===== config.mk =====
export PLATFORM = sky130hd
export DESIGN_NAME = spin_projection_subtract_core
export DESIGN_NICKNAME = d
export VERILOG_FILES = /design/src/rtl/sps_pkg.sv /design/src/rtl/sps_cfg.sv /design/src/rtl/sps_half.sv /design/src/rtl/sps_accum.sv /design/src/rtl/sps_sat.sv /design/src/rtl/spin_projection_subtract_core.sv
export SDC_FILE = /design/constraint.sdc
export NUM_CORES = 2
export LEC_CHECK = 0
export ABC_AREA = 1
export CAP_MARGIN = 20
export CORE_ASPECT_RATIO = 2
export CORE_MARGIN = 4
export CORE_UTILIZATION = 40
export DETAILED_ROUTE_END_ITERATION = 8
export DONT_BUFFER_PORTS = 1
export MAX_ROUTING_LAYER = met4
export PLACE_DENSITY = 0.59
export SKIP_CTS_REPAIR_TIMING = 1
export SLEW_MARGIN = 25
export SYNTH_ARGS = -nofsm -noshare
export SYNTH_HDL_FRONTEND = slang
export SYNTH_SLANG_ARGS = --single-unit

===== constraint.sdc =====
create_clock -name clk_i -period 15.5 [get_ports clk_i]
set_input_delay 0 -clock clk_i [delete_from_list [all_inputs] [get_ports clk_i]]
set_output_delay 0 -clock clk_i [all_outputs]
set_load 0.005 [all_outputs]

===== src/rtl/sps_pkg.sv =====
`default_nettype none
package sps_pkg;

  localparam int unsigned NumSpin = 4;
  localparam int unsigned PartW   = 32;
  localparam int unsigned HalfW   = PartW + 1;
  localparam int unsigned SumW    = PartW + 2;
  localparam int unsigned WordW   = 2 * PartW;

  typedef logic [2:0] dir_t;

  localparam dir_t DIR_X      = 3'd0;
  localparam dir_t DIR_Y      = 3'd1;
  localparam dir_t DIR_Z      = 3'd2;
  localparam dir_t DIR_T      = 3'd3;
  localparam dir_t DIR_CHIRAL = 3'd4;

  localparam logic [2:0] ADDR_DIRECTION  = 3'd0;
  localparam logic [2:0] ADDR_MINUS_MODE = 3'd4;

  typedef struct packed {
    dir_t direction;
    logic minus_mode;
  } cfg_t;

  typedef struct packed {
    logic [HalfW-1:0]                h0_re;
    logic [HalfW-1:0]                h0_im;
    logic [HalfW-1:0]                h1_re;
    logic [HalfW-1:0]                h1_im;
    logic [NumSpin-1:0][WordW-1:0]   acc;
    logic                            last;
  } half_t;

  typedef struct packed {
    logic [NumSpin-1:0][SumW-1:0] re;
    logic [NumSpin-1:0][SumW-1:0] im;
    logic                         last;
  } sum_t;

  // x +/- y, exact
  function automatic logic [SumW-1:0] addsub(input logic [PartW-1:0] x,
                                             input logic [HalfW-1:0] y,
                                             input logic sub);
    logic [SumW-1:0] xe;
    logic [SumW-1:0] ye;
    xe = {{2{x[PartW-1]}}, x};
    ye = {y[HalfW-1], y};
    return sub ? (xe - ye) : (xe + ye);
  endfunction

  function automatic logic [HalfW-1:0] sext_part(input logic [PartW-1:0] x);
    return {x[PartW-1], x};
  endfunction

  // clamp to signed 32-bit range
  function automatic logic [PartW-1:0] sat_part(input logic [SumW-1:0] v);
    logic [PartW-1:0] r;
    if ((v[SumW-1:PartW-1] == 3'b000) || (v[SumW-1:PartW-1] == 3'b111)) begin
      r = v[PartW-1:0];
    end else if (v[SumW-1]) begin
      r = {1'b1, {(PartW-1){1'b0}}};
    end else begin
      r = {1'b0, {(PartW-1){1'b1}}};
    end
    return r;
  endfunction

endpackage
`default_nettype wire


===== src/rtl/sps_cfg.sv =====
`default_nettype none
module sps_cfg
  import sps_pkg::*;
(
  input  wire logic        clk_i,
  input  wire logic        rst_ni,
  input  wire logic        psel,
  input  wire logic        penable,
  input  wire logic        pwrite,
  input  wire logic [2:0]  paddr,
  input  wire logic [31:0] pwdata,
  output logic      [31:0] prdata,
  output logic             pready,
  output cfg_t             cfg_o
);

  cfg_t cfg_q, cfg_d;
  logic wr_en;

  assign pready = 1'b1;
  assign wr_en  = psel & penable & pwrite & pready;

  always_comb begin
    cfg_d = cfg_q;
    if (wr_en) begin
      if (paddr[2]) begin
        cfg_d.minus_mode = pwdata[0];
      end else begin
        cfg_d.direction = pwdata[2:0];
      end
    end
  end

  always_ff @(posedge clk_i or negedge rst_ni) begin
    if (!rst_ni) begin
      cfg_q <= '{direction: DIR_X, minus_mode: 1'b0};
    end else begin
      cfg_q <= cfg_d;
    end
  end

  always_comb begin
    unique case ({paddr[2], 2'b00})
      ADDR_MINUS_MODE: prdata = {31'd0, cfg_q.minus_mode};
      default:         prdata = {29'd0, cfg_q.direction};
    endcase
  end

  assign cfg_o = cfg_q;

endmodule
`default_nettype wire


===== src/rtl/sps_half.sv =====
`default_nettype none
module sps_half
  import sps_pkg::*;
(
  input  wire logic                          clk_i,
  input  wire logic                          rst_ni,
  input  wire cfg_t                          cfg_i,
  input  wire logic                          valid_i,
  output logic                               ready_o,
  input  wire logic [NumSpin-1:0][WordW-1:0] src_i,
  input  wire logic [NumSpin-1:0][WordW-1:0] acc_i,
  input  wire logic                          last_i,
  output logic                               valid_o,
  input  wire logic                          ready_i,
  output half_t                              data_o
);

  logic             valid_q;
  half_t            data_q, data_d;
  logic [PartW-1:0] are [NumSpin];
  logic [PartW-1:0] aim [NumSpin];
  logic [PartW-1:0] b0r, b0i, b1r, b1i;
  logic [PartW-1:0] y0r, y0i, y1r, y1i;
  logic             s0r, s0i, s1r, s1i;
  logic [SumW-1:0]  t0r, t0i, t1r, t1i;
  logic             m;

  assign m = cfg_i.minus_mode;

  always_comb begin
    for (int k = 0; k < NumSpin; k++) begin
      are[k] = src_i[k][PartW-1:0];
      aim[k] = src_i[k][WordW-1:PartW];
    end
  end

  always_comb begin
    b0r = are[0];
    b0i = aim[0];
    b1r = are[1];
    b1i = aim[1];
    y0r = '0;
    y0i = '0;
    y1r = '0;
    y1i = '0;
    s0r = 1'b0;
    s0i = 1'b0;
    s1r = 1'b0;
    s1i = 1'b0;
    unique case (cfg_i.direction)
      DIR_X: begin
        y0r = aim[3]; s0r = ~m;
        y0i = are[3]; s0i = m;
        y1r = aim[2]; s1r = ~m;
        y1i = are[2]; s1i = m;
      end
      DIR_Y: begin
        y0r = are[3]; s0r = m;
        y0i = aim[3]; s0i = m;
        y1r = are[2]; s1r = ~m;
        y1i = aim[2]; s1i = ~m;
      end
      DIR_Z: begin
        y0r = aim[2]; s0r = ~m;
        y0i = are[2]; s0i = m;
        y1r = aim[3]; s1r = m;
        y1i = are[3]; s1i = ~m;
      end
      DIR_T: begin
        y0r = are[2]; s0r = m;
        y0i = aim[2]; s0i = m;
        y1r = are[3]; s1r = m;
        y1i = aim[3]; s1i = m;
      end
      DIR_CHIRAL: begin
        if (m) begin
          b0r = are[2];
          b0i = aim[2];
          b1r = are[3];
          b1i = aim[3];
        end
      end
      default: begin
      end
    endcase
  end

  assign t0r = addsub(b0r, sext_part(y0r), s0r);
  assign t0i = addsub(b0i, sext_part(y0i), s0i);
  assign t1r = addsub(b1r, sext_part(y1r), s1r);
  assign t1i = addsub(b1i, sext_part(y1i), s1i);

  always_comb begin
    data_d.h0_re = t0r[HalfW-1:0];
    data_d.h0_im = t0i[HalfW-1:0];
    data_d.h1_re = t1r[HalfW-1:0];
    data_d.h1_im = t1i[HalfW-1:0];
    data_d.acc   = acc_i;
    data_d.last  = last_i;
  end

  assign ready_o = ~valid_q | ready_i;

  always_ff @(posedge clk_i or negedge rst_ni) begin
    if (!rst_ni) begin
      valid_q <= 1'b0;
    end else if (ready_o) begin
      valid_q <= valid_i;
    end
  end

  always_ff @(posedge clk_i) begin
    if (ready_o && valid_i) begin
      data_q <= data_d;
    end
  end

  assign valid_o = valid_q;
  assign data_o  = data_q;

endmodule
`default_nettype wire


===== src/rtl/sps_accum.sv =====
`default_nettype none
module sps_accum
  import sps_pkg::*;
(
  input  wire logic  clk_i,
  input  wire logic  rst_ni,
  input  wire cfg_t  cfg_i,
  input  wire logic  valid_i,
  output logic       ready_o,
  input  wire half_t data_i,
  output logic       valid_o,
  input  wire logic  ready_i,
  output sum_t       data_o
);

  logic             valid_q;
  sum_t             data_q, data_d;
  logic [HalfW-1:0] yr [NumSpin];
  logic [HalfW-1:0] yi [NumSpin];
  logic             sr [NumSpin];
  logic             si [NumSpin];
  logic             m;

  assign m = cfg_i.minus_mode;

  always_comb begin
    for (int k = 0; k < NumSpin; k++) begin
      yr[k] = '0;
      yi[k] = '0;
      sr[k] = 1'b0;
      si[k] = 1'b0;
    end
    if (cfg_i.direction <= DIR_T) begin
      yr[0] = data_i.h0_re; sr[0] = 1'b1;
      yi[0] = data_i.h0_im; si[0] = 1'b1;
      yr[1] = data_i.h1_re; sr[1] = 1'b1;
      yi[1] = data_i.h1_im; si[1] = 1'b1;
    end
    unique case (cfg_i.direction)
      DIR_X: begin
        yr[2] = data_i.h1_im; sr[2] = ~m;
        yi[2] = data_i.h1_re; si[2] = m;
        yr[3] = data_i.h0_im; sr[3] = ~m;
        yi[3] = data_i.h0_re; si[3] = m;
      end
      DIR_Y: begin
        yr[2] = data_i.h1_re; sr[2] = m;
        yi[2] = data_i.h1_im; si[2] = m;
        yr[3] = data_i.h0_re; sr[3] = ~m;
        yi[3] = data_i.h0_im; si[3] = ~m;
      end
      DIR_Z: begin
        yr[2] = data_i.h0_im; sr[2] = ~m;
        yi[2] = data_i.h0_re; si[2] = m;
        yr[3] = data_i.h1_im; sr[3] = m;
        yi[3] = data_i.h1_re; si[3] = ~m;
      end
      DIR_T: begin
        yr[2] = data_i.h0_re; sr[2] = ~m;
        yi[2] = data_i.h0_im; si[2] = ~m;
        yr[3] = data_i.h1_re; sr[3] = ~m;
        yi[3] = data_i.h1_im; si[3] = ~m;
      end
      DIR_CHIRAL: begin
        if (m) begin
          yr[2] = data_i.h0_re; sr[2] = 1'b1;
          yi[2] = data_i.h0_im; si[2] = 1'b1;
          yr[3] = data_i.h1_re; sr[3] = 1'b1;
          yi[3] = data_i.h1_im; si[3] = 1'b1;
        end else begin
          yr[0] = data_i.h0_re; sr[0] = 1'b1;
          yi[0] = data_i.h0_im; si[0] = 1'b1;
          yr[1] = data_i.h1_re; sr[1] = 1'b1;
          yi[1] = data_i.h1_im; si[1] = 1'b1;
        end
      end
      default: begin
      end
    endcase
  end

  always_comb begin
    for (int k = 0; k < NumSpin; k++) begin
      data_d.re[k] = addsub(data_i.acc[k][PartW-1:0], yr[k], sr[k]);
      data_d.im[k] = addsub(data_i.acc[k][WordW-1:PartW], yi[k], si[k]);
    end
    data_d.last = data_i.last;
  end

  assign ready_o = ~valid_q | ready_i;

  always_ff @(posedge clk_i or negedge rst_ni) begin
    if (!rst_ni) begin
      valid_q <= 1'b0;
    end else if (ready_o) begin
      valid_q <= valid_i;
    end
  end

  always_ff @(posedge clk_i) begin
    if (ready_o && valid_i) begin
      data_q <= data_d;
    end
  end

  assign valid_o = valid_q;
  assign data_o  = data_q;

endmodule
`default_nettype wire


===== src/rtl/sps_sat.sv =====
`default_nettype none
module sps_sat
  import sps_pkg::*;
(
  input  wire logic                     clk_i,
  input  wire logic                     rst_ni,
  input  wire logic                     valid_i,
  output logic                          ready_o,
  input  wire sum_t                     data_i,
  output logic                          valid_o,
  input  wire logic                     ready_i,
  output logic [NumSpin-1:0][WordW-1:0] spin_o,
  output logic                          last_o
);

  logic                          valid_q;
  logic [NumSpin-1:0][WordW-1:0] spin_q, spin_d;
  logic                          last_q;

  always_comb begin
    for (int k = 0; k < NumSpin; k++) begin
      spin_d[k] = {sat_part(data_i.im[k]), sat_part(data_i.re[k])};
    end
  end

  assign ready_o = ~valid_q | ready_i;

  always_ff @(posedge clk_i or negedge rst_ni) begin
    if (!rst_ni) begin
      valid_q <= 1'b0;
    end else if (ready_o) begin
      valid_q <= valid_i;
    end
  end

  always_ff @(posedge clk_i) begin
    if (ready_o && valid_i) begin
      spin_q <= spin_d;
      last_q <= data_i.last;
    end
  end

  assign valid_o = valid_q;
  assign spin_o  = spin_q;
  assign last_o  = last_q;

endmodule
`default_nettype wire


===== src/rtl/spin_projection_subtract_core.sv =====
// Spin projection subtract: for each color vector, new = acc - (1 +/- gamma_mu) src,
// with every real and imaginary Q15.16 part saturated to 32 bits.
// Input stream s_axis: one word per color vector, eight packed complex spins
// (source spins 0..3, then accumulator spins 0..3) and tlast marking the end of
// an array. Output stream m_axis: four updated spins and the copied tlast.
// APB port: direction (mu 0..3, 4 = chiral half projection) at 0x0 and
// minus_mode at 0x4; write them only while the stream is drained.
// Each word passes three registered stages from input accept to output accept:
// half-spinor adders, accumulator adders and saturation into the output register.
// Throughput is one word per cycle while m_axis_tready is high; each stage holds
// its own valid bit and takes a new word whenever it is empty or its successor
// takes its content, so gaps close up while m_axis_tready is low and nothing is
// lost or repeated. Reset clears all valid bits and sets direction 0, plus mode.
`default_nettype none
module spin_projection_subtract_core
  import sps_pkg::*;
(
  input  wire logic         clk_i,
  input  wire logic         rst_ni,
  input  wire logic         psel,
  input  wire logic         penable,
  input  wire logic         pwrite,
  input  wire logic [2:0]   paddr,
  input  wire logic [31:0]  pwdata,
  output logic      [31:0]  prdata,
  output logic              pready,
  input  wire logic         s_axis_tvalid,
  output logic              s_axis_tready,
  // src_spin0, src_spin1, src_spin2, src_spin3, acc_spin0, acc_spin1, acc_spin2, acc_spin3
  input  wire logic [511:0] s_axis_tdata,
  input  wire logic         s_axis_tlast,
  output logic              m_axis_tvalid,
  input  wire logic         m_axis_tready,
  // new_spin0, new_spin1, new_spin2, new_spin3
  output logic      [255:0] m_axis_tdata,
  output logic              m_axis_tlast
);

  cfg_t                          cfg;
  logic [NumSpin-1:0][WordW-1:0] src, acc, spin;
  logic                          h_valid, h_ready;
  half_t                         h_data;
  logic                          a_valid, a_ready;
  sum_t                          a_data;

  assign src = s_axis_tdata[NumSpin*WordW-1:0];
  assign acc = s_axis_tdata[2*NumSpin*WordW-1:NumSpin*WordW];

  sps_cfg u_cfg (
    .clk_i   (clk_i),
    .rst_ni  (rst_ni),
    .psel    (psel),
    .penable (penable),
    .pwrite  (pwrite),
    .paddr   (paddr),
    .pwdata  (pwdata),
    .prdata  (prdata),
    .pready  (pready),
    .cfg_o   (cfg)
  );

  sps_half u_half (
    .clk_i   (clk_i),
    .rst_ni  (rst_ni),
    .cfg_i   (cfg),
    .valid_i (s_axis_tvalid),
    .ready_o (s_axis_tready),
    .src_i   (src),
    .acc_i   (acc),
    .last_i  (s_axis_tlast),
    .valid_o (h_valid),
    .ready_i (h_ready),
    .data_o  (h_data)
  );

  sps_accum u_accum (
    .clk_i   (clk_i),
    .rst_ni  (rst_ni),
    .cfg_i   (cfg),
    .valid_i (h_valid),
    .ready_o (h_ready),
    .data_i  (h_data),
    .valid_o (a_valid),
    .ready_i (a_ready),
    .data_o  (a_data)
  );

  sps_sat u_sat (
    .clk_i   (clk_i),
    .rst_ni  (rst_ni),
    .valid_i (a_valid),
    .ready_o (a_ready),
    .data_i  (a_data),
    .valid_o (m_axis_tvalid),
    .ready_i (m_axis_tready),
    .spin_o  (spin),
    .last_o  (m_axis_tlast)
  );

  assign m_axis_tdata = spin;

endmodule
`default_nettype wire

Word level (Yosys, flattened, before mapping)
Index checks and enable logic that the tools add are counted.
Widths: inputs -> output; s select.
- logic and storage cells: 165
- flip-flop bits (word level): 926
- input port bits: 555
- output and inout bits: 292
- $add $sub $neg: 24
- bitwise gates (word level): 10
- eq/ne operators: 12
- order comparisons: 1
- muxes and demuxes: 61
- reductions and logical operators: 29
- operator list (cell ; count):
    $mux 32 ; 24
    $pmux 66 s5 ; 2
    $mux 66 ; 8
    $pmux 32 s4 ; 4
    $add 32x33->34 ; 8
    $mux 34 ; 8
    $sub 32x33->34 ; 8
    $add 32x32->33 ; 4
    $mux 33 ; 4
    $sub 32x32->33 ; 4
    $eq 3x3->1 const B ; 9
    $logic_not 3->1 ; 9
    $pmux 2 s4 ; 2
    $reduce_or 2->1 ; 6
    $logic_or 1x1->1 ; 8
    $mux 2 ; 4
    $eq 3x2->1 const B ; 2
    $pmux 1 s2 ; 3
    $not 1->1 ; 5
    $reduce_and 2->1 ; 2
    $reduce_or 4->1 ; 1
    $eq 3x1->1 const B ; 1
    $le 3x2->1 const B ; 1
    $logic_and 1x1->1 ; 3
    other kinds (4) ; 7

Longest topological paths before layout
- depth in word-level cells: 6
- gate-level depth with buffers: 32
- mapped depth without buffers: 30

Cells and area by module
A second synthesis with hierarchy kept.
- cells, all modules: 9595
- area, all modules: 73212.7 µm²
- modules (own cells, without submodules) (module ; cells each ; area each (µm²) ; seq. area each (µm²) ; instances):
    sps_accum ; 4943 ; 32835.2 ; 8222.9 ; 1
    sps_half ; 3752 ; 29130.4 ; 11706.2 ; 1
    sps_sat ; 839 ; 10807.9 ; 7742.4 ; 1
    sps_cfg ; 61 ; 439.2 ; 100.1 ; 1

Worst setup path before layout
Ideal clock, no wire load.
- path kind: register to register
- start: reg u_sat.valid_q, in the netlist u_sat.valid_o
- end: reg u_sat.last_q, in the netlist u_sat.last_o, enable pin
- path buffers: 0
- required time: 14.540 ns
- arrival: 12.755 ns
- stages on the path, launching flop included: 2
- period minus slack after synthesis: 13.715 ns
- library setup time: 0.960 ns
- path slack: 1.785 ns
- cells stage by stage: dfrtp_1 -> a21oi_1
- word-level cells in the longest chain between the ends: 3
- RTL lines (item ; line ; text):
    from (decl) ; sps_sat.sv:16 ; logic valid_q;
    from (signal assigned) ; sps_sat.sv:32 ; valid_q <= valid_i;
    $not 1->1 ; sps_sat.sv:26 ; assign ready_o = ~valid_q | ready_i;
    $or 1x1->1 ; sps_sat.sv:26 ;
    $logic_and 1x1->1 ; sps_sat.sv:37 ; if (ready_o && valid_i) begin
    to (signal assigned) ; sps_sat.sv:39 ; last_q <= data_i.last;
    to (decl) ; sps_sat.sv:18 ; logic last_q;
No other way between the ends.
A chain may end at the register's enable or synchronous reset.

Worst setup path after layout
- start: reg u_cfg.cfg_q (netlist bit u_cfg.cfg_o[3])
- end: reg u_half.data_q (netlist bit u_half.data_o[319]), data pin
- word-level cells in the longest chain between the ends: 4
- elaborated cells on any way between the ends: 13
- classes of those cells: add/sub (2); eq/ne (4); mux (4); reduce/logical (3)
- RTL lines (item ; line ; text):
    from (decl) ; sps_cfg.sv:17 ; cfg_t cfg_q, cfg_d;
    from (signal assigned) ; sps_cfg.sv:36 ; cfg_q <= '{direction: DIR_X, minus_mode: 1'b0};
    from (signal assigned) ; sps_cfg.sv:38 ; cfg_q <= cfg_d;
    $eq 3x2->1 (tied with other cells) ; sps_half.sv:50 ; unique case (cfg_i.direction)
    $pmux 32 s4 (tied with other cells) ; sps_half.sv:50 ;
    $add 32x32->33 (tied with other cells) ; sps_pkg.sv:49 ; return sub ? (xe - ye) : (xe + ye);
    $mux 33 (*) ; sps_pkg.sv:49 ;
    via u_half.t1r[29] ; sps_half.sv:25 ; logic [SumW-1:0] t0r, t0i, t1r, t1i;
    to (signal assigned) ; sps_half.sv:114 ; data_q <= data_d;
    to (decl) ; sps_half.sv:19 ; half_t data_q, data_d;
The timed path passes the listed nets; every way through them passes the cells marked *.

==> results_dict.tcl <==
set metrics [dict create \
    hold_path.class "in -> reg" \
    grt_overflow_total 0 \
    worst-setup-path-type "reg -> reg" \
    cp_top_family "simple AND/OR/NAND/NOR gates" \
    finalClockSkew_ps 56.7 \
    synth_area_leaders "edfxtp_1 (40%), nand2_1 (14%), ha_1 (7.4%)" \
    final_antenna_net_count 0 \
    final-setup-viol-count 0 \
    cts_tree "yes" \
    slew_viol_final 0 \
    cp.required_ps 16020 \
    async_reset_ff_frac 0.00756 \
    row_count 214 \
    netlist_instances 8628 \
    cts_made_buffers 88 \
    yosysWarningCount 0 \
    drive_above_1_share 0.0504 \
    cts_root_buffer "clkbuf_16" \
    hold_violations 6 \
    arrival_ps 7830 \
    synth_cell_type_count 61 \
    cpMostUsedCell "nand2_1" \
    cts_sinks 926 \
    tns_ps 0 \
    synth_top_area_share 0.402 \
    status "finished, violations left" \
    first_global_vias 60061 \
    dieArea_um2 179000 \
    cp_cell_sequence "inv_2 -> nand2_4 -> buf_4 -> o21ai_0 -> nor2_1 -> nand2_1 -> nor2_1 -> nand2_1 -> nor2_2 -> nand2_1 -> nand2_1 -> o21ai_1 -> xnor2_1 -> inv_1 -> ha_1 -> nand2_1 -> nor4_1 -> nand3b_1 -> nand3_1 -> nand2_1 -> o211ai_1 -> nand2_1 -> nand2_1 -> xor2_1" \
    clk_pin_slew_ps 70 \
    track_usage 0.341 \
    cp-end-kind "flip-flop" \
    postLayoutSetupSlackWorst_ps 8190 \
    path_buf_inv 3 \
    synth_edf_count 919 \
    holdWs_ps -34.6 \
    ys_seq_elements 926 \
    clockBufferDepth 3 \
    htree_num_levels 3 \
    cp-startpoint "u_cfg.cfg_o[3]" \
    clk_latency_ps 760 \
    routed-via-count 63722 \
    syn_area_um2 68700 \
    max-vdd-ir-drop_uv 114 \
    die_x_um 301 \
    drc_errors 0 \
    area_delta_synth_final_pct 15.3 \
    final_cells 11457 \
    synthFlopType "edfxtp_1" \
    rsz0062_at_grt "false" \
    dp.cells 10710 \
    cp_max_fo 89 \
    period_share 0.472 \
    synth_largest_area_cell "edfxtp_1" \
    fp.coreArea_um2 170000 \
    post-place-ws_ps 8490 \
    final_nets 10046 \
    ios 847 \
    antenna_found_initial 39 \
    max_stage_delay_ps 880 \
    yosysSeqAreaShare 0.404 \
    via_per_inst 5.56 \
    hold_path_startpoint "s_axis_tdata[75]" \
    slowest_stage "buf_4" \
    timing.fmax_ghz 0.137 \
    portBuffers 0 \
    die_height_um 594 \
    maxSlewHeadroom 0.191 \
    reg2reg_from "u_cfg.cfg_o[3]" \
    grt_max_degree 148 \
    drt_iter0_markers 5830 \
    maxCapViolCount 0 \
    dp_hpwl_um 253000 \
    cp-start-kind "flip-flop" \
    power_density_nw_per_um2 242 \
    place_congestion 1.22 \
    power_leakage_nw 35.0 \
    start_util 0.403 \
    firstDrtPassIters 9 \
    finalCriticalPeriod_ps 7310 \
    routed_wl_um 313000 \
    avgSynthCellArea_um2 7.96 \
    tightest_slew_ps 1210 \
    wl_per_cell_um 27.3 \
    failed_checks "hold timing" \
    grt_pass1_wl_um 424000 \
]
==> through the flow <==
step	hold slack (ps)	cell area [um^2]	utilization	power [mW]
after floorplan	-296	68800	-	12.7
after global placement	-295	70600	0.415	16.4
after detailed placement	-295	70700	0.415	16.5
after CTS	-1110	73700	0.433	18.9
after global routing	-3.36	79200	0.465	20.4
final	-34.6	79200	0.465	19.2
==> sequential cells by signal, indices dropped and copies added (netlist names) <==
name,cells
u_accum.data_o,273
u_cfg.cfg_o,4
u_sat.last_o,1
u_half.data_o,389
u_sat.valid_o,1
u_sat.spin_o,256
u_accum.valid_o,1
u_half.valid_o,1
==> placed cells by master (no fill, tap or decap), types with 15 or more instances in the layout <==
| cell | n |
|---|---|
| nand3_1 | 308 |
| nand2_2 | 26 |
| diode_2 | 41 |
| conb_1 | 30 |
| buf_4 | 64 |
| nor4_1 | 40 |
| nand4_1 | 109 |
| clkbuf_16 | 88 |
| o21ai_1 | 44 |
| nand4_2 | 17 |
| o21a_1 | 16 |
| nand2_1 | 2501 |
| xnor2_1 | 193 |
| a21o_1 | 72 |
| xor2_1 | 375 |
| nor3_1 | 65 |
| nand3b_1 | 39 |
| clkinv_1 | 20 |
| a21boi_0 | 35 |
| o22ai_1 | 255 |
| inv_2 | 26 |
| ha_1 | 404 |
| nor2_2 | 87 |
| dlygate4sd3_1 | 543 |
| clkinv_2 | 15 |
| edfxtp_1 | 919 |
| o21bai_1 | 30 |
| o21ai_0 | 443 |
| inv_1 | 870 |
| a21oi_2 | 23 |
| a31oi_1 | 18 |
| o211ai_1 | 39 |
| nor2_1 | 730 |
| a21oi_1 | 514 |
==> area by class of cell <==
| cell class | instances | area (um^2) |
|---|---|---|
| clock inverters | 67 | 777 |
| diodes | 41 | 103 |
| clock buffers | 96 | 2230 |
| repair buffers | 609 | 5960 |
| multi-input cells | 6548 | 36200 |
| flip-flops and latches | 926 | 27800 |
| fillers | 16870 | 91100 |
| inverters | 902 | 3410 |
| well taps | 2268 | 2840 |
==> metal layers <==
| metal | track usage | vias up | wire (um) | part of all wire |
|---|---|---|---|---|
| met4 | 0.308 | 0 | 35000 | 0.11 |
| li1 | - | 29931 | - | - |
| met5 | - | - | 0 | 0 |
| met2 | 0.566 | 3024 | 152000 | 0.48 |
| met1 | 0.331 | 29824 | 105000 | 0.34 |
| met3 | 0.0728 | 943 | 20700 | 0.066 |
==> tightest hold or removal path, delay by kind of cell <==
family          cells  cell delay, ps
xor+xnor            1             150
fa+ha+maj           1             210
simple gates        1              60
compound gates      1              80
==> final timing paths <==
path                       cells past startpoint                 end  slack [ps]
max                                           24  u_half.data_o[319]        8190
min                                            4  u_half.data_o[301]         -30
max reg2reg                                   24  u_half.data_o[319]        8190
min reg2reg                                    0   u_accum.data_o[0]         430
max in group asynchronous                      2      u_cfg.cfg_o[0]       14630
min in group asynchronous                      2       u_sat.valid_o         350
==> cell usage after synthesis (72+ instances only) <==
library cell,count
nand2_1,2507
edfxtp_1,919
inv_1,872
nor2_1,731
a21oi_1,515
o21ai_0,443
ha_1,404
xor2_1,375
nand3_1,308
o22ai_1,256
xnor2_1,193
clkbuf_1,115
nand4_1,109
nor2_2,86
a21o_1,72
==> cells by family (layout without fill, tap and decap cells) <==
logic type	Yosys count	after routing	share of synthesized area
AND/OR/NAND/NOR	3986	3986	0.244
AO/OA/AOI/OAI	1548	1548	0.129
buffers and inverters	1182	1674	0.0729
flip-flops	926	926	0.404
XOR/XNOR	568	568	0.0724
adder cells (fa/ha/maj)	416	416	0.0771
other	2	71	0.000109
==> where the power goes <==
part | switching, mW | total (mW) | leakage, nW | internal [mW]
Sequential | 0.992 | 5.46 | 8.91 | 4.47
Combinational | 7.83 | 11.4 | 24.6 | 3.58
Clock | 1.05 | 2.29 | 1.45 | 1.23
(Power assumes the default switching activity.)
